**src/hdl/kti_ram.sv**
```systemverilog
// Generic single-write, single-read RAM with registered read data.
module kti_ram #(
  parameter int WIDTH = 32,
  parameter int DEPTH = 64
) (
  input  logic                     clk_i,
  input  logic                     we_i,
  input  logic [$clog2(DEPTH)-1:0] waddr_i,
  input  logic [WIDTH-1:0]         wdata_i,
  input  logic [$clog2(DEPTH)-1:0] raddr_i,
  output logic [WIDTH-1:0]         rdata_o
);

  logic [WIDTH-1:0] mem_q [DEPTH];
  logic [WIDTH-1:0] rdata_q;

  always_ff @(posedge clk_i) begin
    if (we_i) begin
      mem_q[waddr_i] <= wdata_i;
    end
    rdata_q <= mem_q[raddr_i];
  end

  assign rdata_o = rdata_q;

endmodule

```
**config.mk**
```make
export PLATFORM = sky130hd
export DESIGN_NAME = kti_ram
export DESIGN_NICKNAME = d
export VERILOG_FILES = /design/src/hdl/kti_ram.sv
export SDC_FILE = /design/constraint.sdc
export NUM_CORES = 2
export LEC_CHECK = 0
export BUFFER_PORTS_ARGS = -buffer_cell sky130_fd_sc_hd__buf_2
export CAP_MARGIN = 20
export CORE_AREA = 2 2 503 255
export DETAILED_ROUTE_END_ITERATION = 7
export DIE_AREA = 0 0 505 257
export PLACE_DENSITY = 0.8
export SLEW_MARGIN = 40
export SYNTH_ARGS = -nofsm -noshare
export SYNTH_HDL_FRONTEND = slang
export SYNTH_SLANG_ARGS = --single-unit
```
**constraint.sdc**
```tcl
create_clock -name clk_i -period 5 [get_ports clk_i]
set_clock_uncertainty 0.05 [all_clocks]
set_input_delay 0.5 -clock clk_i [delete_from_list [all_inputs] [get_ports clk_i]]
set_output_delay 0.5 -clock clk_i [all_outputs]
set_load 0.01 [all_outputs]
```
==> impl_metrics.yaml <==
synthesis:
  ys_warn_count: 0
  syn_nets: 3370
  seq_area_frac_synth_pct: 79.1
  synth_fa_ha_area_share_pct: 0
  yosysMostFrequentCell: "edfxtp_1"
  synth_top_family_by_area: "multiplexers"
  synth-edff-count: 2048
  synth_seq_cells: 2080
  netlist_instances: 3324
  synth_top_area_share_pct: 78.3
  synth_top_area_cell: "edfxtp_1"
  ys_async_sr_fraction_pct: 0
  ys_types: 34
  avgSynthCellArea_sq_um: 23.6
  synth.top_cells.by_area: "edfxtp_1 (78%), mux4_2 (16%), mux2i_1 (1.2%)"
  synth_area_sq_um: 78500
  netlist_top_cells_count: "edfxtp_1 (2,048), mux4_2 (544), nor2_1 (137)"
  synthMuxAreaShare_pct: 16.8
  synth_compound_area_share_pct: 1.67
  synth-simple-area-share_pct: 1.27
  synth_xor_area_share_pct: 0
  synthFlopType: "edfxtp_1"
worst_setup_path:
  r2r_end: "rdata_o[28]$_DFF_P_"
  required_ps: 5610
  reg2regPathDepth: 5
  cp.arrival_ps: 3660
  r2r_slack_ps: 2420
  r2r_start: "mem_q[8][28]$_DFFE_PP_"
  end_kind: "register"
  critical_path_class: "in -> reg"
  worst-path-max-fanout: 68
  start_kind: "input port"
route:
  routed_via_density: 7.55
  detail_route.first_pass.iterations: 6
  vias: 40800
  drt-total-wl_um: 226000
  ant_nets: 0
  drc_errors: 0
  wire_per_inst_um: 41.8
  drt_iter0_drc: 8566
cells_and_area:
  syn_to_final_growth_pct: 12.2
  fin_util_pct: 70.4
  drive_above_1_share_pct: 30.3
  design_area_sq_um: 88100
  nNetsFinal: 3615
clock_network:
  htreeDepth: 4
  root_buffer: "clkbuf_16"
  cts_made_buffers: 170
  postCtsHoldBufs: 0
  cts_resized: 0
  post_cts_buffers: 0
  cts_tree: "done"
  cts_sinks: 2080
  clockBufferDepth: 3
  path_clk_slew_ps: 70
  clk_latency_ps: 810
outcome:
  status: "completed"
sta:
  setup_viol: 0
  worst_pin_slew_ps: 924
  fin_crit_sh_pct: 60.9
  hold_viol: 0
  worst_hold_slack_ps: 138
  fin_crit_ps: 3040
  rsz0062_at_grt: "no"
  clock.fmax_mhz: 329
  fin_tns_setup_ps: 0
  slew_headroom_pct: 38.4
  drv_slew: 0
die:
  num_rows: 92
  die_h_um: 257
  coreArea_sq_um: 125000
  io_pins: 78
  die_w_um: 505
  floorplan.die_area_sq_um: 130000
  initial_utilization_pct: 62.7
power_and_ir_drop:
  switching_share_pct: 22.1
  pwr-share-clk_pct: 38.8
  pwr-share-seq_pct: 55.6
  p_leak_nw: 27.5
  totalPowerFinal_mw: 34.9
  p_switching_mw: 7.70
  power_frac_comb_pct: 5.5
  irDropWorstVdd_uv: 301
  p_per_area_nw_per_um2: 396
  power.internal_mw: 27.2
hold_path:
  min_from: "wdata_i[15]"
  hold_path_class: "in -> reg"
  min_to: "mem_q[15][15]$_DFFE_PP_"
  min_delay_path_depth: 2
global_route:
  grt_overflow: 0
  grt_max_degree: 77
  grt_pass1_vias: 40900
  grt_pass1_wl_um: 314000
  use_met3_pct: 10.8
  antenna_found_initial: 19
  busiest_layer: "met2"
  use_met1_pct: 46.7
  grt.total_usage_pct: 35.0
  grtUsageMet2_pct: 53.5
placement:
  port_buffers: 77
  placed_cell_area_sq_um: 82400
  gp_congestion: 0.836
  post-dp-hpwl_um: 117000
job:
  cap_violations: 0
## cell usage in the layout, fill, tap and decap left out, drive strengths merged
master / netlist / final
a22oi: 12 / 12
dfxtp: 32 / 32
buf: 108 / 255
nor2b: 15 / 15
o221ai: 27 / 27
or3b: 5 / 5
nand3b: 5 / 5
clkinvlp: 0 / 2
a41o: 4 / 4
nand4: 2 / 2
clkbuf: 74 / 223
and3: 4 / 4
o22ai: 84 / 84
a311oi: 8 / 8
clkinv: 0 / 78
nand4b: 1 / 1
nand2b: 8 / 8
inv: 0 / 4
and2: 2 / 2
mux4: 544 / 544
nand2: 26 / 26
nor2: 137 / 137
o32ai: 4 / 4
a21oi: 62 / 62
or3: 3 / 3
edfxtp: 2048 / 2048
diode: 0 / 6
nand3: 5 / 5
or2: 3 / 3
nor3: 7 / 7
bufinv: 0 / 10
mux2i: 93 / 93
a31oi: 1 / 1
## power by group through the flow
stage                     clock (mW)  combinational [mW]  sequential, mW
after global placement             0                1.75            19.8
after floorplan                    0               0.939            19.7
after CTS                       13.5                1.87            19.4
final                           13.5                1.94            19.4
after global routing            14.1                1.97            19.4
after detailed placement           0                1.81            19.8
## final cells by class
class                           instances  area [sq um]
Clock inverter                         94           726
Clock buffer                          223          4740
Multi-Input combinational cell       1062         16000
Fill cell                            6627         37100
Antenna cell                            6          15.0
Timing Repair Buffer                  255          2360
Sequential cell                      2080         62100
Tap cell                             1692          2120
## stage by stage
stage	cells	worst slack, ps
after floorplan	3324	1290
after global placement	5063	1180
after detailed placement	5080	1200
after CTS	5397	1950
after global routing	5406	1810
final	5412	1960
## logic make-up (layout without fill, tap and decap cells)
kind of cell           after synthesis  in the layout
other                                0              6
flip-flops                        2080           2080
AO/OA/AOI/OAI                      202            202
buffers and inverters              182            572
multiplexers                       637            637
AND/OR/NAND/NOR                    223            223
## how the worst max path moves through the flow
stage | slack, ps | endpoint | start | cells after the start
after floorplan | 1290 | mem_q[48][0]$_DFFE_PP_ | waddr_i[3] | 4
after global placement | 1180 | rdata_o[17]$_DFF_P_ | raddr_i[1] | 7
after CTS | 1950 | rdata_o[26]$_DFF_P_ | raddr_i[0] | 8
after global routing | 1810 | rdata_o[28]$_DFF_P_ | raddr_i[0] | 7
final | 1960 | rdata_o[0]$_DFF_P_ | raddr_i[2] | 7
after detailed placement | 1200 | rdata_o[28]$_DFF_P_ | raddr_i[0] | 7
## critical path: stages
cell     delay, ps
buf_8          520
buf_12         460
nand2_1        620
o22ai_1        420
nor2_1         130
a21oi_1        730
nor2_1         120
## flip-flops by register name, summed over array words and instances (netlist names)
register	count
mem_q	2048
rdata_o	32
## metal layers
layer | wire length (um) | vias up
li1 | - | 14700
met1 | 71000 | 20800
met2 | 105000 | 4460
met3 | 36900 | 836
met4 | 13200 | 18
met5 | 134 | -
Power figures use the tool's default switching activity.
