[config.mk]
export PLATFORM = sky130hd
export DESIGN_NAME = kti_lerp
export DESIGN_NICKNAME = d
export VERILOG_FILES = /design/src/hdl/kti_pkg.sv /design/src/hdl/kti_lerp.sv
export SDC_FILE = /design/constraint.sdc
export NUM_CORES = 1
export LEC_CHECK = 0
export BUFFER_PORTS_ARGS = -buffer_cell sky130_fd_sc_hd__buf_2
export CAP_MARGIN = 10
export CORE_ASPECT_RATIO = 0.8
export CORE_UTILIZATION = 50
export DETAILED_ROUTE_END_ITERATION = 8
export PLACE_DENSITY = 0.75
export SLEW_MARGIN = 20
export SYNTH_ARGS = -nofsm -noshare
export SYNTH_HDL_FRONTEND = slang
export SYNTH_SLANG_ARGS = --single-unit
[constraint.sdc]
create_clock -name clk_i -period 3.4 [get_ports clk_i]
set_input_delay 0.34 -clock clk_i [delete_from_list [all_inputs] [get_ports clk_i]]
set_output_delay 0.34 -clock clk_i [all_outputs]
set_load 0.02 [all_outputs]
[src/hdl/kti_pkg.sv]
// Shared types and constants of the keyframe track interpolator.
package kti_pkg;

  localparam int KEYS_DEF = 64;

  localparam int TIME_W  = 24;  // unsigned Q16.8 time
  localparam int VAL_W   = 32;  // signed Q16.16 component
  localparam int FRAC_W  = 16;  // fraction bits of the blend factor
  localparam int FACT_W  = FRAC_W + 1;  // factor spans 0 .. 1.0 inclusive
  localparam int KIDX_W  = 6;
  localparam int CNT_W   = 7;
  localparam int PADDR_W = 3;
  localparam int PDATA_W = 32;

  localparam logic [FACT_W-1:0] ONE_Q16 = FACT_W'(1) << FRAC_W;

  localparam logic OP_WRITE = 1'b0;
  localparam logic OP_QUERY = 1'b1;

  localparam logic [PADDR_W-3:0] REG_KEY_COUNT = '0;

  typedef struct packed {
    logic                     opcode;
    logic [KIDX_W-1:0]        key_index;
    logic [TIME_W-1:0]        key_time;
    logic signed [VAL_W-1:0]  key_x;
    logic signed [VAL_W-1:0]  key_y;
    logic signed [VAL_W-1:0]  key_z;
    logic [TIME_W-1:0]        query_time;
  } in_word_t;

  typedef struct packed {
    logic signed [VAL_W-1:0]  out_x;
    logic signed [VAL_W-1:0]  out_y;
    logic signed [VAL_W-1:0]  out_z;
    logic [KIDX_W-1:0]        segment_index;
    logic                     factor_forced;
  } out_word_t;

  // sequencing of the bit-serial blend lanes
  typedef struct packed {
    logic load;
    logic step;
    logic last;
  } lerp_ctl_t;

endpackage

[src/hdl/kti_lerp.sv]
// One blend lane: a + floor((b - a) * f / 2^16), factor taken one bit per cycle.
module kti_lerp (
  input  logic                              clk_i,
  input  kti_pkg::lerp_ctl_t                ctl_i,
  input  logic signed [kti_pkg::VAL_W-1:0]  a_i,
  input  logic signed [kti_pkg::VAL_W-1:0]  b_i,
  input  logic [kti_pkg::FACT_W-1:0]        f_i,
  output logic signed [kti_pkg::VAL_W-1:0]  res_o
);
  import kti_pkg::*;

  localparam int DW = VAL_W + 1;
  localparam int PW = VAL_W + 2;

  logic signed [VAL_W-1:0] a_q, a_d;
  logic signed [DW-1:0]    delta_q, delta_d;
  logic signed [PW-1:0]    acc_q, acc_d;
  logic signed [PW-1:0]    sum;
  logic [FACT_W-1:0]       f_q, f_d;

  // LSB first; each partial sum drops one bit (floor), the final bit is kept unshifted
  always_comb begin
    sum     = acc_q + (f_q[0] ? PW'(delta_q) : PW'(0));
    a_d     = a_q;
    delta_d = delta_q;
    acc_d   = acc_q;
    f_d     = f_q;
    if (ctl_i.load) begin
      a_d     = a_i;
      delta_d = DW'(b_i) - DW'(a_i);
      acc_d   = '0;
      f_d     = f_i;
    end else if (ctl_i.step) begin
      f_d   = f_q >> 1;
      acc_d = ctl_i.last ? sum : (sum >>> 1);
    end
  end

  always_ff @(posedge clk_i) begin
    a_q     <= a_d;
    delta_q <= delta_d;
    acc_q   <= acc_d;
    f_q     <= f_d;
  end

  assign res_o = VAL_W'(PW'(a_q) + acc_q);

endmodule

==> results.yml, run 1 <==
status:
  outcome: "finished with violations"
  violations: "setup timing"
global_routing:
  grt_max_degree: 82
  grt_pass1_wl_um: 40100
  grt-ovfl-total: 0
  antenna_found_initial: 0
  grt_pass1_vias: 8085
  grt_use_total: 0.261
clocking:
  cts_sinks: 116
  htreeDepth: 4
  tritoncts.num_buffers: 17
  path_clk_slew_ns: 0.06
  clockBufferDepth: 2
  cts_root_buf: "clkbuf_16"
  postCtsHoldBufs: 0
  cts_tree: "built"
  clock_latency_ns: 0.44
placed_design:
  dp_hpwl_um: 17300
  portBuffers: 116
  gp_congestion: 0.887
  place_inst: 1409
  pre_cts_ws_ns: -0.246
yosys:
  ys_ff_latch: 116
  synth_top_area_frac: 0.262
  yosysUniqueCellTypes: 80
  netlist_instances: 1008
  ys.flop_type: "edfxtp_1"
  synth.most_common_cell: "ha_1"
  avgSynthCellArea_um2: 9.32
  synth-async-reset-ratio: 0
  ys_warn_count: 0
  ys_seq_area_frac: 0.334
  synthTopCellsByCount: "ha_1, a21oi_1, edfxtp_1"
  yosys-top-cells-area: "edfxtp_1, ha_1, dfxtp_1"
  synth_fp_nets: 1192
  synth-edff-count: 82
  syn-cell-area_mm2: 0.00940
  synth_top_area_cell: "edfxtp_1"
setup_path:
  crit_chain: "ha_1 -> nor2b_2 -> o31a_2 -> o31ai_4 -> o221ai_4 -> buf_6 -> or3_1 -> a31oi_2 -> o21bai_1 -> a21oi_1 -> xnor2_1 -> buf_4"
  cpMaxStageDelayCell: "edfxtp_1"
  cp.arrival_ns: 3.54
  path_delay_family: "compound AO/OA/AOI/OAI gates"
  critPathMaxFanout: 2
  critPathMaxStageDelay_ns: 0.37
  cp-start-kind: "flop"
  cp.required_ns: 3.06
  worstSetupEndpointType: "output pin"
  worst-setup-path-type: "flop to output pin"
  worstPathBufferInverterCount: 2
sta:
  setup_slack_ns: -0.481
  finalHoldViolCount: 0
  maxSlewHeadroom: 0.496
  setup_tns_ns: -2.82
  worstMarginPinSlew_ns: 0.756
  max_freq_mhz: 258
  slew_viol_final: 0
  hold_ws_ns: 0.0921
  skew_ns: 0.0107
  rsz0062_at_grt: "yes"
  fin_crit_ns: 3.88
  period_share: 1.14
  setup_viol: 10
drt:
  met3WireLength_um: 2030
  met2_wirelength_um: 11700
  drt-met1-wl_um: 12300
  post-route-drc-count: 0
  vias: 8545
  drt_iter0_drc: 713
  finalWirelength_um: 26400
  top_layer_used: "met4"
  drtAntennaViolNets: 0
  vias_per_cell: 5.81
  first_pass_iters: 8
  routedWlPerCell_um: 17.9
run:
  drv_cap: 0
pwr:
  p_leak_nw: 5.31
  vdd_drop_max_v: 0.000298
  fin_total_pwr_mw: 6.42
  power_density_mw_per_mm2: 523
floorplan:
  fp.dieArea_mm2: 0.0194
  initial_core_util: 0.514
  dieHeight_um: 125
  coreArea_mm2: 0.0183
  io_pins: 117
  row_count: 44
  fp.dieW_um: 155
layout:
  diodes: 0
  fin_cells: 1472
  drive_gt1_frac: 0.301
  syn_to_final_growth_pct: 30.6
  nNetsFinal: 1390
  num-fill-cells: 1432
min_path:
  hp-class: "primary input to flop"
==> registers in the layout, summed over array words and instances, names as in the netlist <==
register	count
f_q	17
a_q	32
delta_q	33
acc_q	34
==> what timing repair did <==
item	CTS	global route
cloned	0	2
setup endpoints to repair	13	31
pin swaps	40	49
buffers inserted	11	22
resized for setup	65	86
==> worst register-to-register path, delay by kind of cell, from the launching register on <==
family | cells | cell delay, ns
flops | 1 | 0.52
compound gates | 9 | 1.98
simple gates | 1 | 0.14
buf+inv | 2 | 0.35
fa+ha+maj | 1 | 0.30
==> layout make-up <==
cell class	count	area, µm²	share of cell area
timing repair buffer	208	1410	0.115
sequential	116	3140	0.256
clock buffer	18	429	0.0350
inverter	66	248	0.0202
tap	253	317	0.0258
clock inverter	14	186	0.0152
multi-input combinational	797	6530	0.532
==> path summary, 6_finish.rpt <==
check,depth (start not counted),to,start,slack [ns]
setup / recovery,12,res_o[20],a_q[2]$_DFFE_PP_,-0.48
hold / removal,1,a_q[20]$_DFFE_PP_,a_i[20],0.09
setup reg to reg,13,acc_q[26]$_SDFFE_PP0P_,f_q[0]$_DFFE_PP_,0.04
hold reg to reg,2,acc_q[32]$_SDFFE_PP0P_,acc_q[32]$_SDFFE_PP0P_,0.51
==> per-layer routing <==
| layer | vias up | global-route usage |
|---|---|---|
| met1 | 4037 | 0.383 |
| li1 | 4116 | - |
| met2 | 349 | 0.391 |
| met5 | - | 0 |
| met4 | 0 | 0.0715 |
| met3 | 43 | 0.0487 |
==> layout by cell type (no fill, tap or decap), types with 33 or more instances in the layout <==
cell type	Yosys	routed
buf_2	2	102
a21oi_1	88	71
xnor2_1	67	64
a21o_1	34	34
edfxtp_1	82	82
inv_1	66	65
ha_1	96	67
nand2_1	56	55
dfxtp_1	34	33
nor2_1	77	76
buf_4	0	87
==> per-stage QoR <==
stage,area [µm²],util
floorplan,9400,-
global placement,10700,0.583
detailed placement,10700,0.583
CTS,11600,0.636
global route,12300,0.671
finish,12300,0.671
==> kinds of logic after synthesis <==
family / synth area share
adder cells (fa/ha/maj): 0.134
multiplexers: 0.0405
flip-flops: 0.334
XOR/XNOR: 0.0829
buffers and inverters: 0.0390
AND/OR/NAND/NOR: 0.146
AO/OA/AOI/OAI: 0.223
==> power breakdown <==
part | leakage, nW | switching [mW] | internal [mW] | total [mW]
sequential | 1.09 | 0.110 | 1.72 | 1.83
clock | 0.291 | 0.690 | 1.22 | 1.91
combinational | 3.93 | 1.47 | 1.21 | 2.69
total | 5.31 | 2.27 | 4.15 | 6.42
Power figures use the tool's default switching activity.
==> run 2, diff against run 1 <==
--- a/config.mk
+++ b/config.mk
@@ -11,6 +11,7 @@
 export CORE_UTILIZATION = 50
 export DETAILED_ROUTE_END_ITERATION = 8
 export PLACE_DENSITY = 0.75
+export SKIP_CTS_REPAIR_TIMING = 1
 export SLEW_MARGIN = 20
 export SYNTH_ARGS = -nofsm -noshare
 export SYNTH_HDL_FRONTEND = slang
==> constraint.sdc (replaced) <==
create_clock -name clk_i -period 3.4 [get_ports clk_i]
set_input_delay 0.17 -clock clk_i [delete_from_list [all_inputs] [get_ports clk_i]]
set_output_delay 0.17 -clock clk_i [all_outputs]
set_load 0.02 [all_outputs]
==> run 2 against run 1 <==
  * The run still ends with setup timing left
  * Fmax is 4.1% higher
  * Clock skew rose by 0.00054 ns
  * Global-route usage is 2.2 points lower
  * Largest cell class unchanged
  * Highest routed layer unchanged
==> results.yml, run 2 (synthesis gave the netlist of run 1 again) <==
status:
  outcome: "finished with violations"
  violations: "setup timing"
run:
  drv_cap: 0
setup_path:
  cp.arrival_ns: 3.56
  crit_chain: "ha_2 -> inv_2 -> fa_2 -> nor2b_2 -> o31a_2 -> o31ai_4 -> o221ai_4 -> o31ai_4 -> o31ai_4 -> a31oi_4 -> o21bai_1 -> a211o_1 -> and3_4 -> buf_6"
  critPathMaxFanout: 5
  critPathMaxStageDelay_ns: 0.40
  worstSetupEndpointType: "output pin"
  cpMaxStageDelayCell: "o31ai_4"
  worst-setup-path-type: "flop to output pin"
  r2r.worst_path.cells: 15
  cp.required_ns: 3.23
  cp-start-kind: "flop"
  crit_top_cell: "o31ai_4"
sta:
  period_share: 1.10
  setup_viol: 6
  max_freq_mhz: 268
  setup_slack_ns: -0.326
  rsz0062_at_grt: "yes"
  finalHoldViolCount: 0
  slew_viol_final: 0
  maxSlewHeadroom: 0.584
  fin_crit_ns: 3.73
  skew_ns: 0.0112
  worstMarginPinSlew_ns: 0.624
clocking:
  path_clk_slew_ns: 0.06
  cts_tree: "built"
  clock_latency_ns: 0.42
  clockBufferDepth: 2
  cts_root_buf: "clkbuf_16"
  cts_sinks: 116
  htreeDepth: 4
  tritoncts.num_buffers: 17
layout:
  drive_gt1_frac: 0.241
  syn_to_final_growth_pct: 27.1
  top_regs: "acc_q x34, delta_q x33, a_q x32"
  largest_reg_flops: 34
  seqCellArea_mm2: 0.00314
  final_common_cell: "buf_2"
  final_cell_mix: "buf_2, edfxtp_1, ha_1"
  num-fill-cells: 1468
  diodes: 0
  regMostFlops: "acc_q"
  nNetsFinal: 1375
  multiInputGateArea_mm2: 0.00635
global_routing:
  grt_pass1_wl_um: 36900
  grt_pass1_vias: 7534
  antenna_found_initial: 0
  grt_max_degree: 73
  grt_use_total: 0.239
  grt-ovfl-total: 0
pwr:
  power_density_mw_per_mm2: 510
  p_leak_nw: 5.16
  vdd_drop_max_v: 0.000305
  fin_total_pwr_mw: 6.09
drt:
  drtAntennaViolNets: 0
  first_pass_iters: 5
  post-route-drc-count: 0
  drt_iter0_drc: 593
  finalWirelength_um: 24200
  vias: 8308
  routedWlPerCell_um: 16.6
  vias_per_cell: 5.70
min_path:
  min_path_cells: 2
  hp-class: "primary input to flop"
placed_design:
  pre_cts_ws_ns: -0.0493
  dp_hpwl_um: 17200
  gp_congestion: 0.885
  portBuffers: 116
floorplan:
  fp.dieArea_mm2: 0.0194
  coreArea_mm2: 0.0183
  dieHeight_um: 125
  initial_core_util: 0.514
  io_pins: 117
  fp.dieW_um: 155
  row_count: 44
## run 2: cell count changes in the layout (fill, tap and decap cells not counted), moves of 6 or more
cell,before,now
buf_4,87,47
buf_2,102,108
dlygate4sd3_1,0,31
buf_6,14,5
ha_4,18,12
ha_1,67,78
## run 2: power by group
group | internal, mW | total, mW | switching, mW | leakage, nW
Combinational | 1.08 | 2.46 | 1.38 | 3.79
Sequential | 1.72 | 1.82 | 0.107 | 1.09
Clock | 1.14 | 1.81 | 0.669 | 0.273
Total | 3.94 | 6.09 | 2.16 | 5.16
## run 2: critical path: cells and delay by family, from the launching register on
kind                     cells  cell delay, ns
AO/OA/AOI/OAI                8            1.98
adder cells (fa/ha/maj)      2            0.41
buffers and inverters        2            0.18
flip-flops                   1            0.38
AND/OR/NAND/NOR              2            0.20
## run 2: path summary, 6_finish.rpt
kind | start | to | slack, ns
setup / recovery | a_q[0]$_DFFE_PP_ | res_o[26] | -0.33
hold / removal | f_i[11] | f_q[11]$_DFFE_PP_ | 0.06
setup reg to reg | f_q[0]$_DFFE_PP_ | acc_q[32]$_SDFFE_PP0P_ | 0.06
hold reg to reg | acc_q[31]$_SDFFE_PP0P_ | acc_q[31]$_SDFFE_PP0P_ | 0.52
## run 2: through the flow
stage | instance area [µm²] | hold WS, ns | TNS, ns | utilization | cells
after floorplan | 9400 | 0.269 | 0 | - | 1008
after global placement | 10500 | 0.361 | -0.00620 | 0.574 | 1387
after detailed placement | 10500 | 0.363 | -0.0643 | 0.574 | 1387
after CTS | 11100 | -0.0786 | -2.76 | 0.606 | 1419
after global routing | 11900 | 0.0491 | -2.20 | 0.654 | 1457
final | 11900 | 0.0552 | -1.30 | 0.654 | 1457
## run 2: routing by layer
| metal | up-vias | part of all wire | track usage |
|---|---|---|---|
| met4 | 0 | 0.012 | 0.0640 |
| met2 | 303 | 0.44 | 0.348 |
| met1 | 3904 | 0.49 | 0.363 |
| met3 | 28 | 0.064 | 0.0400 |
| li1 | 4073 | - | - |
| met5 | - | 0 | 0 |
## run 2: cell type report
type	instances	share of cell area
Tap cell	253	0.0265
Multi-Input combinational cell	797	0.531
Clock buffer	18	0.0359
Sequential cell	116	0.263
Clock inverter	14	0.0136
Inverter	66	0.0207
Timing Repair Buffer	193	0.109
==> run 3, diff against run 2 <==
--- a/config.mk
+++ b/config.mk
@@ -10,7 +10,8 @@
 export CORE_ASPECT_RATIO = 0.8
 export CORE_UTILIZATION = 50
 export DETAILED_ROUTE_END_ITERATION = 8
-export PLACE_DENSITY = 0.75
+export HOLD_SLACK_MARGIN = 0.05
+export PLACE_DENSITY = 0.7
 export SKIP_CTS_REPAIR_TIMING = 1
 export SLEW_MARGIN = 20
 export SYNTH_ARGS = -nofsm -noshare
==> run 3 against run 2 <==
  * The run still ends with setup timing left
  * First-iteration DRC count fell by 8.4%
  * Global-route usage grew 0.70 points
  * Clock power about the same
  * Die area did not move
  * Critical path type unchanged
  * Final cell count is 1.6% higher
  * Critical path depth increased by 1
  * Clock skew shrank 0.0031 ns
  * Sequential share of layout area is 0.19 points lower
  * Count of clock-buffer cells in the layout rose by 2
==> results.yml, run 3 (synthesis gave the netlist of run 1 again) <==
sta:
  period_share: 1.09
  fin_crit_ns: 3.71
  worstMarginPinSlew_ns: 0.628
  setup_tns_ns: -1.40
  setup_slack_ns: -0.309
  rsz0062_at_grt: "yes"
  finalHoldViolCount: 0
  skew_ns: 0.00816
  max_freq_mhz: 270
  hold_ws_ns: 0.0535
  slew_viol_final: 0
  setup_viol: 7
  maxSlewHeadroom: 0.581
floorplan:
  initial_core_util: 0.514
  coreArea_mm2: 0.0183
  row_count: 44
  fp.dieW_um: 155
  dieHeight_um: 125
  fp.dieArea_mm2: 0.0194
  io_pins: 117
clocking:
  tritoncts.num_buffers: 17
  path_clk_slew_ns: 0.06
  cts_tree: "built"
  htreeDepth: 4
  cts_sinks: 116
  clock_latency_ns: 0.43
  cts_root_buf: "clkbuf_16"
  clockBufferDepth: 2
placed_design:
  portBuffers: 116
  pre_cts_ws_ns: -0.0972
  dpl_cell_area_mm2: 0.0106
  place_inst: 1397
  dp_hpwl_um: 17100
  gp_congestion: 0.883
global_routing:
  antenna_found_initial: 0
  grt_max_degree: 80
  grt_pass1_wl_um: 37700
  grt_use_total: 0.246
  grt-ovfl-total: 0
  grt_pass1_vias: 7569
layout:
  largest_reg_flops: 34
  final_util: 0.659
  top_regs: "acc_q x34, delta_q x33, a_q x32"
  final_cell_mix: "buf_2, ha_1, edfxtp_1"
  stdcell_area_mm2: 0.0120
  syn_to_final_growth_pct: 28.2
  final_common_cell: "buf_2"
  diodes: 0
  drive_gt1_frac: 0.248
  num-fill-cells: 1505
  nNetsFinal: 1399
  regMostFlops: "acc_q"
  fin_cells: 1481
pwr:
  power_density_mw_per_mm2: 505
  fin_total_pwr_mw: 6.09
  vdd_drop_max_v: 0.000269
  p_leak_nw: 5.27
setup_path:
  cp.arrival_ns: 3.54
  cpMaxStageDelayCell: "edfxtp_1"
  cp-start-kind: "flop"
  critPathMaxStageDelay_ns: 0.39
  critPathMaxFanout: 4
  crit_chain: "ha_2 -> inv_2 -> fa_2 -> nor2b_2 -> o31a_2 -> o31ai_4 -> o221ai_4 -> o31ai_4 -> o31ai_4 -> a31oi_4 -> buf_6 -> o21bai_1 -> a211o_1 -> and3_4 -> buf_6"
  worstPathBufferInverterCount: 3
  worstSetupEndpointType: "output pin"
  cp.required_ns: 3.23
  crit_top_cell: "o31ai_4"
  path_delay_family: "compound AO/OA/AOI/OAI gates"
  worst-setup-path-type: "flop to output pin"
drt:
  routedWlPerCell_um: 16.2
  first_pass_iters: 5
  post-route-drc-count: 0
  drtAntennaViolNets: 0
  vias_per_cell: 5.61
  vias: 8307
  drt_iter0_drc: 543
  finalWirelength_um: 24000
status:
  violations: "setup timing"
  outcome: "finished with violations"
run:
  drv_cap: 0
min_path:
  hp-class: "primary input to flop"
## run 3: path summary, 6_finish.rpt
| check | from | end | slack (ns) | cells after the start |
|---|---|---|---|---|
| hold / removal | a_i[1] | a_q[1]$_DFFE_PP_ | 0.05 | 2 |
| setup / recovery | a_q[0]$_DFFE_PP_ | res_o[26] | -0.31 | 15 |
| hold reg to reg | acc_q[26]$_SDFFE_PP0P_ | acc_q[26]$_SDFFE_PP0P_ | 0.51 | 2 |
| setup reg to reg | f_q[0]$_DFFE_PP_ | acc_q[19]$_SDFFE_PP0P_ | 0.13 | 11 |
## run 3: report_power, final
group | total [mW] | internal (mW) | leakage (nW) | switching (mW)
clock | 1.80 | 1.14 | 0.278 | 0.665
combinational | 2.47 | 1.09 | 3.90 | 1.38
sequential | 1.81 | 1.72 | 1.09 | 0.0962
total | 6.09 | 3.95 | 5.27 | 2.14
## run 3: area by class of cell
cell class	instances	area, µm²	share of cell area
clock buffer	20	437	0.0363
clock inverter	12	138	0.0114
inverter	66	248	0.0206
multi-input combinational	797	6270	0.521
sequential	116	3150	0.261
tap	253	317	0.0263
timing repair buffer	217	1490	0.123
## run 3: worst register-to-register path: stages (launching register included)
cell,delay (ns)
edfxtp_1,0.43
buf_6,0.18
and2_1,0.17
ha_4,0.29
o211ai_1,0.12
or4_1,0.53
o211ai_1,0.32
and2_4,0.23
a41oi_1,0.14
xnor2_1,0.32
mux2i_1,0.14
a211oi_1,0.29
## run 3: layer usage
layer / wire length [µm] / vias to the layer above / GRT usage
met5: 0 / - / 0
met4: 382 / 0 / 0.0715
met3: 1390 / 32 / 0.0484
met2: 9970 / 240 / 0.349
met1: 12300 / 3896 / 0.375
li1: - / 4139 / -
