==> config.mk <==
export PLATFORM = sky130hd
export DESIGN_NAME = kti_div
export DESIGN_NICKNAME = d
export VERILOG_FILES = /design/src/hdl/kti_pkg.sv /design/src/hdl/kti_div.sv
export SDC_FILE = /design/constraint.sdc
export NUM_CORES = 1
export LEC_CHECK = 0
export ABC_CLOCK_PERIOD_IN_PS = 8900
export BUFFER_PORTS_ARGS = -buffer_cell sky130_fd_sc_hd__buf_2
export CORE_ASPECT_RATIO = 0.7
export CORE_MARGIN = 1.5
export CORE_UTILIZATION = 63
export CTS_BUF_LIST = sky130_fd_sc_hd__clkbuf_8
export CTS_CLUSTER_SIZE = 12
export DETAILED_ROUTE_END_ITERATION = 12
export GPL_ROUTABILITY_DRIVEN = 0
export PLACE_DENSITY = 0.87
export SLEW_MARGIN = 15
export SYNTH_ARGS = -nofsm -noshare
export SYNTH_HDL_FRONTEND = slang
export SYNTH_SLANG_ARGS = --single-unit
==> constraint.sdc <==
create_clock -name clk_i -period 8.9 [get_ports clk_i]
set_clock_uncertainty 0.2 [all_clocks]
set_input_delay 0.445 -clock clk_i [delete_from_list [all_inputs] [get_ports clk_i]]
set_output_delay 0.445 -clock clk_i [all_outputs]
set_load 0.005 [all_outputs]
==> src/hdl/kti_pkg.sv <==
// Shared types and constants of the keyframe track interpolator.
package kti_pkg;

  localparam int KEYS_DEF = 64;

  localparam int TIME_W  = 24;  // unsigned Q16.8 time
  localparam int VAL_W   = 32;  // signed Q16.16 component
  localparam int FRAC_W  = 16;  // fraction bits of the blend factor
  localparam int FACT_W  = FRAC_W + 1;  // factor spans 0 .. 1.0 inclusive
  localparam int KIDX_W  = 6;
  localparam int CNT_W   = 7;
  localparam int PADDR_W = 3;
  localparam int PDATA_W = 32;

  localparam logic [FACT_W-1:0] ONE_Q16 = FACT_W'(1) << FRAC_W;

  localparam logic OP_WRITE = 1'b0;
  localparam logic OP_QUERY = 1'b1;

  localparam logic [PADDR_W-3:0] REG_KEY_COUNT = '0;

  typedef struct packed {
    logic                     opcode;
    logic [KIDX_W-1:0]        key_index;
    logic [TIME_W-1:0]        key_time;
    logic signed [VAL_W-1:0]  key_x;
    logic signed [VAL_W-1:0]  key_y;
    logic signed [VAL_W-1:0]  key_z;
    logic [TIME_W-1:0]        query_time;
  } in_word_t;

  typedef struct packed {
    logic signed [VAL_W-1:0]  out_x;
    logic signed [VAL_W-1:0]  out_y;
    logic signed [VAL_W-1:0]  out_z;
    logic [KIDX_W-1:0]        segment_index;
    logic                     factor_forced;
  } out_word_t;

  // sequencing of the bit-serial blend lanes
  typedef struct packed {
    logic load;
    logic step;
    logic last;
  } lerp_ctl_t;

endpackage

==> src/hdl/kti_div.sv <==
// Restoring divider: (num << 16) / span, one quotient bit per cycle, num <= span.
module kti_div (
  input  logic                         clk_i,
  input  logic                         rst_ni,
  input  logic                         start_i,
  input  logic [kti_pkg::TIME_W-1:0]   num_i,
  input  logic [kti_pkg::TIME_W-1:0]   span_i,
  output logic [kti_pkg::FACT_W-1:0]   quot_o,
  output logic                         done_o
);
  import kti_pkg::*;

  localparam int SW = $clog2(FACT_W);

  logic              busy_q, busy_d;
  logic              done_q, done_d;
  logic [SW-1:0]     cnt_q, cnt_d;
  logic [TIME_W:0]   rem_q, rem_d;
  logic [TIME_W-1:0] span_q, span_d;
  logic [FACT_W-1:0] quot_q, quot_d;
  logic              ge;
  logic [TIME_W:0]   rem_sub;

  always_comb begin
    ge      = rem_q >= {1'b0, span_q};
    rem_sub = ge ? (rem_q - {1'b0, span_q}) : rem_q;
    busy_d  = busy_q;
    done_d  = 1'b0;
    cnt_d   = cnt_q;
    rem_d   = rem_q;
    span_d  = span_q;
    quot_d  = quot_q;
    if (start_i) begin
      busy_d = 1'b1;
      cnt_d  = '0;
      rem_d  = {1'b0, num_i};
      span_d = span_i;
      quot_d = '0;
    end else if (busy_q) begin
      quot_d = {quot_q[FACT_W-2:0], ge};
      rem_d  = {rem_sub[TIME_W-1:0], 1'b0};
      cnt_d  = cnt_q + 1'b1;
      if (cnt_q == SW'(FACT_W - 1)) begin
        busy_d = 1'b0;
        done_d = 1'b1;
      end
    end
  end

  always_ff @(posedge clk_i or negedge rst_ni) begin
    if (!rst_ni) begin
      busy_q <= 1'b0;
      done_q <= 1'b0;
      cnt_q  <= '0;
    end else begin
      busy_q <= busy_d;
      done_q <= done_d;
      cnt_q  <= cnt_d;
    end
  end

  always_ff @(posedge clk_i) begin
    rem_q  <= rem_d;
    span_q <= span_d;
    quot_q <= quot_d;
  end

  assign quot_o = quot_q;
  assign done_o = done_q;

endmodule

==> implementation parameters, run 1 <==
Parameter                              Value

Finish
  Antenna fix cells ... 0
  Net count, final ... about 560
  Total of fill cells in the finished design ... around 500
  Share of layout cells above drive strength 1 ... 21.9%
  Area growth from synthesis to final layout ... 13.4%

Synth
  Combinational family with the most area after synthesis ... simple AND/OR/NAND/NOR gates
  Fraction of the mapped netlist area in simple logic gates ... about 15%
  Area fraction in compound gates after synthesis ... between 10 and 15%
  Xor-xnor portion of the synthesized cell area ... 4.27%
  Netlist Area Pre-Place ... between 4000 and 5000 um^2
  Avg Inst Size Synth ... around 10 um^2
  Yosys warns ... 0
  Number of enable-type register cells in the synthesized netlist ... 48
  Synthesized flop and latch total ... 73
  Net count after synthesis ... between 400 and 500
  Ys flop type ... edfxtp_1
  Share of synthesized registers carrying an async set or reset ... approximately a tenth
  Top area cells in the synthesized netlist ... edfxtp_1, dfxtp_1, ha_1
  Proportion of netlist area held by the largest area contributor ... 33.5%
  Mux cell area share after synthesis ... around 9%
  Post-synthesis share of cell area spent on full adders, half adders and majority gates ... under 10%
  Area leader, netlist ... edfxtp_1
  Synth unique cells ... 50
  Cell count after synthesis ... roughly 420
  Portion of the post-synthesis area used by sequential elements ... 45.9%

Worst setup path
  Critical Path End Type ... flip-flop
  Arr. time, crit path ... roughly 3600 ps
  Reg-to-reg startpoint ... rem_q[18]
  Critical Path Start Type ... flip-flop
  Req. time, crit path ... 8820 ps
  Maximum fanout encountered on the critical timing path ... 12
  Startpoint of the worst setup timing path ... rem_q[18]
  Crit path kind ... flip-flop to flip-flop

Pwr
  Portion of total power attributed to combinational logic ... 52.1%
  Internal power ... between 900 and 1000 uW
  Part of the total power dissipated in the clock network ... between 10% and 20%
  Switching Share ... 40.1%
  Leakage ... between 0.002 and 0.0025 uW
  Peak supply drop ... between 0.00015 and 0.0002 V
  Net Switching ... approximately 630 uW
  Part of the total power dissipated in sequential elements ... between 30% and 40%
  PwrDens ... between 300 and 400 nW/um^2

Global routing
  Overall overflow remaining after global route ... 0
  Number of global-route vias before repair ... between 3000 and 4000
  Pin count of the biggest net entering global routing ... 95
  All-Layer GR Usage ... a little over a quarter
  Antenna violations before repair ... 0
  First-pass GRT wire length ... ~15 mm

Detailed routing
  Detailed-route wire length ... roughly 9.4 mm
  Final antenna-violating net count ... 0
  DRC ... 0
  Iteration count of the initial detailed-routing pass ... 6
  Vias per cell ... 5.94
  Iteration-0 DRC Markers ... roughly 310
  Per-cell routed wire length ... 16.3 um
  Total number of vias ... ~3400

Min path
  Min-delay worst type ... primary input to flip-flop
  Hold Path Origin ... span_i[10]

STA
  Sum of negative setup slack ... 0 ps
  Fin. max-slew vios ... 0
  Minimum period implied by the final worst setup slack ... ~3700 ps
  Transition time at the pin with the least slew margin ... between 900 and 1000 ps
  Maximum clock frequency ... 273 MHz
  Crit path setup slack, layout ... between 5000 and 6000 ps
  RSZ-0062 raised after global routing ... no
  Headroom to the max-slew limit ... between 30% and 40%
  Post-route clock period utilization ... about two fifths
  Final hold violations ... 0
  Number of setup violations in the final report ... 0

CTS
  Clk pin slew, worst setup/hold paths ... ~70 ps
  Num CTS Buffers ... 9
  Clk root buf ... clkbuf_8
  Total number of H-tree levels ... 3
  Number of sinks on the clock net ... 73
  Clock Path Buffers ... 2
  TritonCTS clock tree ... done
  Clock insertion delay at the later pin of the skew report ... ~360 ps

Floorplanning
  Core Footprint ... about 6400 um^2
  Placement row count ... 24
  Width of the die ... 102 um
  Total die area ... approximately 7300 um^2
  Height of the die ... 72.2 um
  Effective utilization at floorplan ... 67.0%
  I/O pin count ... a little under 70

Placement
  Buffers on Ports ... 68
  Half-perimeter wire length of the detailed placement result ... 6.70 mm
  Post-placement worst setup slack ... 5350 ps

Flow run
  Max-cap violation count ... 0

Status
  Outcome ... complete, no violations
[kinds of logic after synthesis]
logic type,after synthesis
simple gates,122
compound gates,91
flops,73
buf+inv,49
mux,36
fa+ha+maj,27
xor+xnor,21
[metal layers]
| metal | vias up | track usage, % | routed length (um) |
|---|---|---|---|
| met4 | 0 | 10.5 | 164 |
| met2 | 160 | 41.9 | 4390 |
| met5 | - | 0 | 0 |
| li1 | 1646 | - | - |
| met3 | 17 | 9.34 | 693 |
| met1 | 1615 | 34.9 | 4170 |
[stage by stage]
stage               instance area (um^2)  total power, uW  std cells  hold slack (ps)  utilization [%]
floorplan                           4310             1150        419            -50.6                -
global placement                    4680             1260        562             81.9             72.9
detailed placement                  4680             1310        562             82.8             72.9
CTS                                 4880             1570        579             36.5             76.0
global route                        4880             1680        579             39.5             76.0
finish                              4880             1580        579             52.0             76.0
[registers in the layout (all words and copies together), names as in the netlist]
name and count:
rem_q 25, cnt_q 5, busy_q 1, done_o 1, span_q 24, quot_o 17
[worst paths after layout]
kind | endpoint | cells past startpoint | slack [ps]
max | rem_q[21] | 9 | 5230
min | span_q[10] | 1 | 50
max reg2reg | rem_q[21] | 9 | 5230
min reg2reg | quot_o[16] | 2 | 290
max in group asynchronous | cnt_q[1] | 2 | 8110
min in group asynchronous | cnt_q[3] | 2 | 230
[what timing repair did]
item,4_1_cts,5_1_grt
buffers inserted,0,0
gates resized for setup,0,0
hold endpoints to repair,7,0
hold buffers,1,0
[synthesized netlist by cell type, types with 7 or more instances]
cell,count
a21o_1,10
xnor2_1,11
mux2_2,16
clkbuf_1,14
nand2_1,22
nor2b_1,10
a21oi_1,40
mux2i_1,18
dfrtp_1,7
nor3_1,8
dfxtp_1,18
edfxtp_1,48
nor2_1,41
inv_1,31
o21ai_0,13
ha_1,26
and3_1,8
xor2_1,10
[worst max-delay path, cell delays in order (launching register included)]
cell and delay (ps):
edfxtp_1 390, ha_1 440, a211o_1 400, a2111oi_2 340
nor3_1 120, or3_1 370, a21o_1 240, nand2_1 400
nor2_1 140, a221o_1 370
[final cells by class]
class | count | area (um^2) | area share (%)
flip-flops and latches | 73 | 1980 | 40.5
clock inverters | 6 | 51.3 | 1.05
repair buffers | 71 | 365 | 7.48
multi-input cells | 297 | 2120 | 43.5
inverters | 31 | 116 | 2.38
well taps | 91 | 114 | 2.33
clock buffers | 10 | 138 | 2.82
[placed cells by master (no fill, tap or decap), types with 11 or more instances in the layout]
| cell type | netlist | layout |
|---|---|---|
| mux2_2 | 16 | 16 |
| nand2_1 | 22 | 22 |
| a21oi_1 | 40 | 40 |
| xnor2_1 | 11 | 11 |
| mux2i_1 | 18 | 18 |
| nor2_1 | 41 | 41 |
| dfxtp_1 | 18 | 18 |
| edfxtp_1 | 48 | 48 |
| ha_1 | 26 | 26 |
| o21ai_0 | 13 | 13 |
| inv_1 | 31 | 34 |
| buf_2 | 0 | 68 |
[power groups by stage]
| stage | logic (uW) | clock network [uW] | registers (uW) |
|---|---|---|---|
| after floorplan | 656 | 0 | 492 |
| after global placement | 759 | 0 | 505 |
| after detailed placement | 799 | 0 | 508 |
| after CTS | 806 | 259 | 501 |
| after global routing | 904 | 271 | 510 |
| final | 823 | 254 | 503 |
No activity file was read; power rests on OpenSTA's default activity.
==> run 2: changes to the inputs <==
- ABC_CLOCK_PERIOD_IN_PS: 8900 -> 3400
- CORE_UTILIZATION: 63 -> 59
- PLACE_DENSITY: 0.87 -> 0.82
- clock period: 8.9 -> 3.4 ns (I/O delays scaled with it)
==> run 2 against run 1 <==
Setup slack got worse by 5200 ps. Utilization grew 4.5 points. Non-clock buffer count up 60. Critical path depth grew 1. Sequential share of layout area decreased by 5.0 points. Final cell count increased by 11%. Maximum frequency rose by 9.2%. Combinational power grew to 3.0 times the previous value. Critical endpoint is now rem_q[20].
==> implementation parameters, run 2 (synthesis gave the netlist of run 1 again) <==
Parameter                              Value

CTS
  Num CTS Buffers ... 9
  Total number of H-tree levels ... 3
  Number of sinks on the clock net ... 73
  Clock Path Buffers ... 2
  Clk root buf ... clkbuf_8
  Clock insertion delay at the later pin of the skew report ... about 370 ps
  Clk pin slew, worst setup/hold paths ... about 80 ps
  TritonCTS clock tree ... done

Floorplanning
  Placement row count ... 25
  Height of the die ... between 70 and 80 um
  Width of the die ... between 100 and 150 um
  Total die area ... between 7000 and 8000 um^2
  Effective utilization at floorplan ... between 60 and 70%
  I/O pin count ... 69
  Core Footprint ... between 6000 and 7000 um^2

Finish
  Commonest non-fill, non-tap cell in the layout ... buf_2
  Share of layout cells above drive strength 1 ... around a quarter
  Final non-filler cell total ... 643
  Antenna fix cells ... 0
  Net count, final ... 622
  Total of fill cells in the finished design ... ~430
  Top library cells by usage in the layout, fill and taps aside ... buf_2, edfxtp_1, dlygate4sd3_1, nor2_1, a21oi_1
  Sequential standard cell area ... between 1500 and 2000 um^2
  Final Util ... around 80%
  Top register by number of flip-flops ... rem_q
  Multi-input gate area in the final layout ... 2180 um^2
  Flip-flop count of the largest register, all copies and words added ... 25
  Area growth from synthesis to final layout ... 29.3%

Detailed routing
  Iteration-0 DRC Markers ... between 200 and 300
  DRC ... 0
  Per-cell routed wire length ... around 16 um
  Total number of vias ... about 3700
  Detailed-route wire length ... about 10 mm
  Vias per cell ... roughly 5.8
  Iteration count of the initial detailed-routing pass ... 5
  Final antenna-violating net count ... 0

Min path
  Min-delay worst type ... primary input to flip-flop

Global routing
  All-Layer GR Usage ... around 28%
  Number of global-route vias before repair ... 3539
  Pin count of the biggest net entering global routing ... 45
  First-pass GRT wire length ... between 15 and 20 mm
  Overall overflow remaining after global route ... 0
  Antenna violations before repair ... 0

Pwr
  Design Power ... 4640 uW
  PwrDens ... between 800 and 900 nW/um^2
  Peak supply drop ... 0.000519 V
  Leakage ... roughly 0.0026 uW

STA
  Post-route clock period utilization ... approximately 100%
  Headroom to the max-slew limit ... between 40 and 50%
  Final hold violations ... 0
  Maximum clock frequency ... approximately 300 MHz
  Transition time at the pin with the least slew margin ... around 750 ps
  Fin. max-slew vios ... 0
  Worst hold slack after final layout ... 54.5 ps
  Minimum period implied by the final worst setup slack ... approximately 3400 ps
  Number of setup violations in the final report ... 0
  Sum of negative setup slack ... 0 ps

Worst setup path
  Critical Path Start Type ... flip-flop
  Critical Path End Type ... flip-flop
  Arr. time, crit path ... around 3300 ps
  Req. time, crit path ... between 3000 and 4000 ps
  Crit path kind ... flip-flop to flip-flop
  Maximum fanout encountered on the critical timing path ... 11

Placement
  # placed instances ... 575
  Buffers on Ports ... between 60 and 70
  Half-perimeter wire length of the detailed placement result ... around 6.5 mm

Flow run
  Max-cap violation count ... 0

Status
  Outcome ... complete, no violations
run 2: cell count changes in the layout (fill, tap and decap cells not counted), sizes merged:
cell | before | now
inv | 34 | 33
and2 | 2 | 3
clkinv | 2 | 1
bufinv | 1 | 3
dlygate4sd3 | 1 | 47
buf | 70 | 84
run 2: path summary, 6_finish.rpt:
kind	startpoint	to	slack, ps	depth (start not counted)
worst max-delay path	rem_q[3]	rem_q[20]	40	10
worst min-delay path	num_i[22]	rem_q[22]	50	3
worst max register to register	rem_q[3]	rem_q[20]	40	10
worst min register to register	quot_o[16]	quot_o[16]	290	2
max in group asynchronous	rst_ni	busy_q	2180	3
min in group asynchronous	rst_ni	cnt_q[0]	570	3
run 2: layout make-up:
cell class | count | area share [%]
clock buffers | 10 | 2.47
multi-input cells | 298 | 39.2
repair buffers | 131 | 16.7
well taps | 94 | 2.11
inverters | 31 | 2.09
clock inverters | 6 | 1.89
flip-flops and latches | 73 | 35.5
run 2: per-stage QoR:
step                      area, um^2  setup WS (ps)
after floorplan                 4310           85.3
after CTS                       5490           11.9
final                           5570           44.0
after global routing            5570          -33.9
after global placement          4760            140
after detailed placement        4760           67.4
run 2: routing by layer:
metal  wire, um  track usage [%]  vias to the layer above  share of wire [%]
li1           -                -                     1761                  -
met1       4600             35.5                     1757                 44
met2       4920             45.7                      184                 47
met3        723             7.62                       27                6.9
met4        209             10.2                        0                2.0
met5          0                0                        -                  0
run 2: timing repair:
action                     CTS  global route
setup endpoints to repair    4            17
hold buffers                47             0
gates cloned                 0             1
pin swaps                    0             4
gates resized for setup      0             9
setup buffers                2             2
hold endpoints to repair    52             0
run 2: where the power goes:
group	internal (uW)	switching [uW]	leakage, uW	total (uW)
Clock	504	332	0.000128	836
Combinational	1140	1350	0.00172	2480
Sequential	1200	124	0.000725	1320
Total	2840	1800	0.00257	4640
run 2: worst max-delay path, stage by stage, from the launching register on:
cell	delay (ps)
edfxtp_1	390
ha_1	370
a21o_1	190
a21oi_1	290
a21oi_1	170
or3_1	420
a21o_1	240
and2_4	240
buf_4	190
and4b_1	210
nor4_2	260
==> run 3: changes to the inputs <==
- ABC_CLOCK_PERIOD_IN_PS: 3400 -> 3370
- clock period: 3.4 -> 3.37 ns (I/O delays scaled with it)
==> run 3 against run 2 <==
Sequential share of layout area increased by 0.28 points. First-iteration DRC count decreased by 16%. Worst hold slack better by 22 ps. Global-route usage decreased by 0.60 points. Maximum frequency increased by 1.7%. Via count decreased by 2.0%. Flip-flop and latch count unchanged. Largest cell class unchanged.
==> implementation parameters, run 3 (synthesis gave the netlist of run 1 again) <==
Parameter                              Value

Status
  Outcome ... complete, no violations

Floorplanning
  Height of the die ... 74.5 um
  Core Footprint ... 6910 um^2
  I/O pin count ... between 60 and 70
  Total die area ... 7830 um^2
  Width of the die ... around 110 um
  Placement row count ... 25
  Effective utilization at floorplan ... ~62%

Placement
  Half-perimeter wire length of the detailed placement result ... 6.41 mm
  Buffers on Ports ... between 60 and 70
  Post-placement worst setup slack ... around 57 ps

CTS
  Total number of H-tree levels ... 3
  TritonCTS clock tree ... done
  Number of sinks on the clock net ... 73
  Clock Path Buffers ... 2
  Clk pin slew, worst setup/hold paths ... around 70 ps
  Num CTS Buffers ... 9
  Clk root buf ... clkbuf_8
  Clock insertion delay at the later pin of the skew report ... about 360 ps

Detailed routing
  Final antenna-violating net count ... 0
  Vias per cell ... 5.69
  Total number of vias ... approximately 3700
  Iteration count of the initial detailed-routing pass ... 5
  Iteration-0 DRC Markers ... approximately 230
  Detailed-route wire length ... between 10 and 15 mm
  DRC ... 0
  Per-cell routed wire length ... approximately 16 um

Pwr
  Peak supply drop ... around 0.00048 V
  Part of the total power dissipated in the clock network ... 14.4%
  Net Switching ... roughly 1800 uW
  Portion of total power attributed to combinational logic ... between 50% and 60%
  PwrDens ... 812 nW/um^2
  Design Power ... around 4500 uW
  Internal power ... between 2000 and 3000 uW
  Switching Share ... just under 40%
  Leakage ... 0.00255 uW
  Part of the total power dissipated in sequential elements ... 29.6%

Worst setup path
  Req. time, crit path ... around 3300 ps
  Worst Setup EP ... rem_q[4]
  Arr. time, crit path ... around 3200 ps
  Worst r2r dst ... rem_q[4]
  Most Frequent Cell on Critical Path ... mux2_2
  Reg-to-reg startpoint ... rem_q[18]
  Library cell contributing the largest single delay on the critical path ... edfxtp_1
  Crit path kind ... flip-flop to flip-flop
  Levels on crit path ... 10
  Family of cells with the greatest summed delay on the critical path ... simple AND/OR/NAND/NOR gates
  Maximum fanout encountered on the critical timing path ... 9
  Critical Path Start Type ... flip-flop
  Worst Reg2Reg Path Length in Cells ... 10
  Startpoint of the worst setup timing path ... rem_q[18]
  Critical Path End Type ... flip-flop
  Critical path, cell by cell ... ha_4, buf_4, nand4_1, or2_2, o31ai_4, or3_1, a21o_1, and2_4, mux2_2, mux2_2
  Worst setup slack for register-to-register paths ... 70 ps
  Highest cell delay on the worst timing path ... between 400 and 500 ps
  Crit path buffers/inverters ... 1

STA
  Number of setup violations in the final report ... 0
  Transition time at the pin with the least slew margin ... around 750 ps
  Maximum clock frequency ... just over 300 MHz
  Post-route clock period utilization ... a little over nine tenths
  Headroom to the max-slew limit ... just over 50%
  Fin. max-slew vios ... 0
  Sum of negative setup slack ... 0 ps
  Crit path setup slack, layout ... slightly above 70 ps
  Minimum period implied by the final worst setup slack ... approximately 3300 ps
  RSZ-0062 raised after global routing ... no
  Final hold violations ... 0

Finish
  Top register by number of flip-flops ... rem_q
  Final Util ... around 80%
  Flip-flop count of the largest register, all copies and words added ... 25
  Top library cells by usage in the layout, fill and taps aside ... buf_2, edfxtp_1, dlygate4sd3_1, nor2_1, a21oi_1
  Share of layout cells above drive strength 1 ... about 24%
  Antenna fix cells ... 0
  Area growth from synthesis to final layout ... 28.2%
  Commonest non-fill, non-tap cell in the layout ... buf_2
  Net count, final ... between 600 and 700

Global routing
  First-pass GRT wire length ... around 16 mm
  Antenna violations before repair ... 0
  Pin count of the biggest net entering global routing ... 45
  All-Layer GR Usage ... 27.0%
  Number of global-route vias before repair ... approximately 3500
  Overall overflow remaining after global route ... 0

Min path
  Min-delay worst type ... primary input to flip-flop
  Cells on Worst Hold Path ... 3

Flow run
  Max-cap violation count ... 0
==> run 3: cell types whose count changed in the layout (fill, tap and decap cells not counted), moves of 2 or more <==
cell / before / now
bufinv_16: 3 / 1
a21oi_1: 40 / 38
clkinv_2: 1 / 3
a21oi_2: 0 / 2
==> run 3: through the flow <==
stage,cells,instance area (um^2),hold slack (ps)
after floorplan,419,4310,-327
after global placement,576,4770,-194
after detailed placement,576,4770,-193
after CTS,639,5420,57.5
after global routing,643,5520,74.4
final,643,5520,76.9
==> run 3: final cells by class <==
class                           count  area, um^2
Timing Repair Buffer              131         935
Multi-Input combinational cell    298        2200
Clock inverter                      7        56.3
Clock buffer                        9         124
Tap cell                           94         118
Inverter                           31         116
Fill cell                         465        1390
Sequential cell                    73        1980
==> run 3: timing repair <==
| action | 4_1_cts | 5_1_grt |
|---|---|---|
| hold buffers | 47 | 0 |
| endpoints found under the setup margin | 0 | 13 |
| setup buffers | 0 | 3 |
| resized for setup | 0 | 14 |
| hold endpoints to repair | 52 | 0 |
==> run 3: worst min path at each step <==
stage,startpoint,endpoint,slack (ps)
after floorplan,rst_ni,busy_q,-330
after global placement,rst_ni,cnt_q[3],-190
after detailed placement,rst_ni,cnt_q[3],-190
after CTS,num_i[23],rem_q[23],60
after global routing,num_i[23],rem_q[23],70
final,num_i[23],rem_q[23],80
==> run 3: metal layers <==
metal	wire (um)	up-vias	global-route usage [%]
met5	0	-	0
met1	4560	1723	34.0
met4	210	0	10.5
li1	-	1771	-
met3	569	21	6.75
met2	4900	141	46.0
==> run 3: tightest hold or removal path, cell delays in order <==
cell and delay (ps):
buf_2 100, nor2b_1 140, nor4_2 70
==> run 3: power by group through the flow <==
stage / clock, uW / combinational (uW) / sequential [uW]
after global placement: 0 / 2140 / 1330
after floorplan: 0 / 1730 / 1300
final: 644 / 2510 / 1330
after global routing: 693 / 2740 / 1350
after CTS: 660 / 2280 / 1320
after detailed placement: 0 / 2200 / 1340
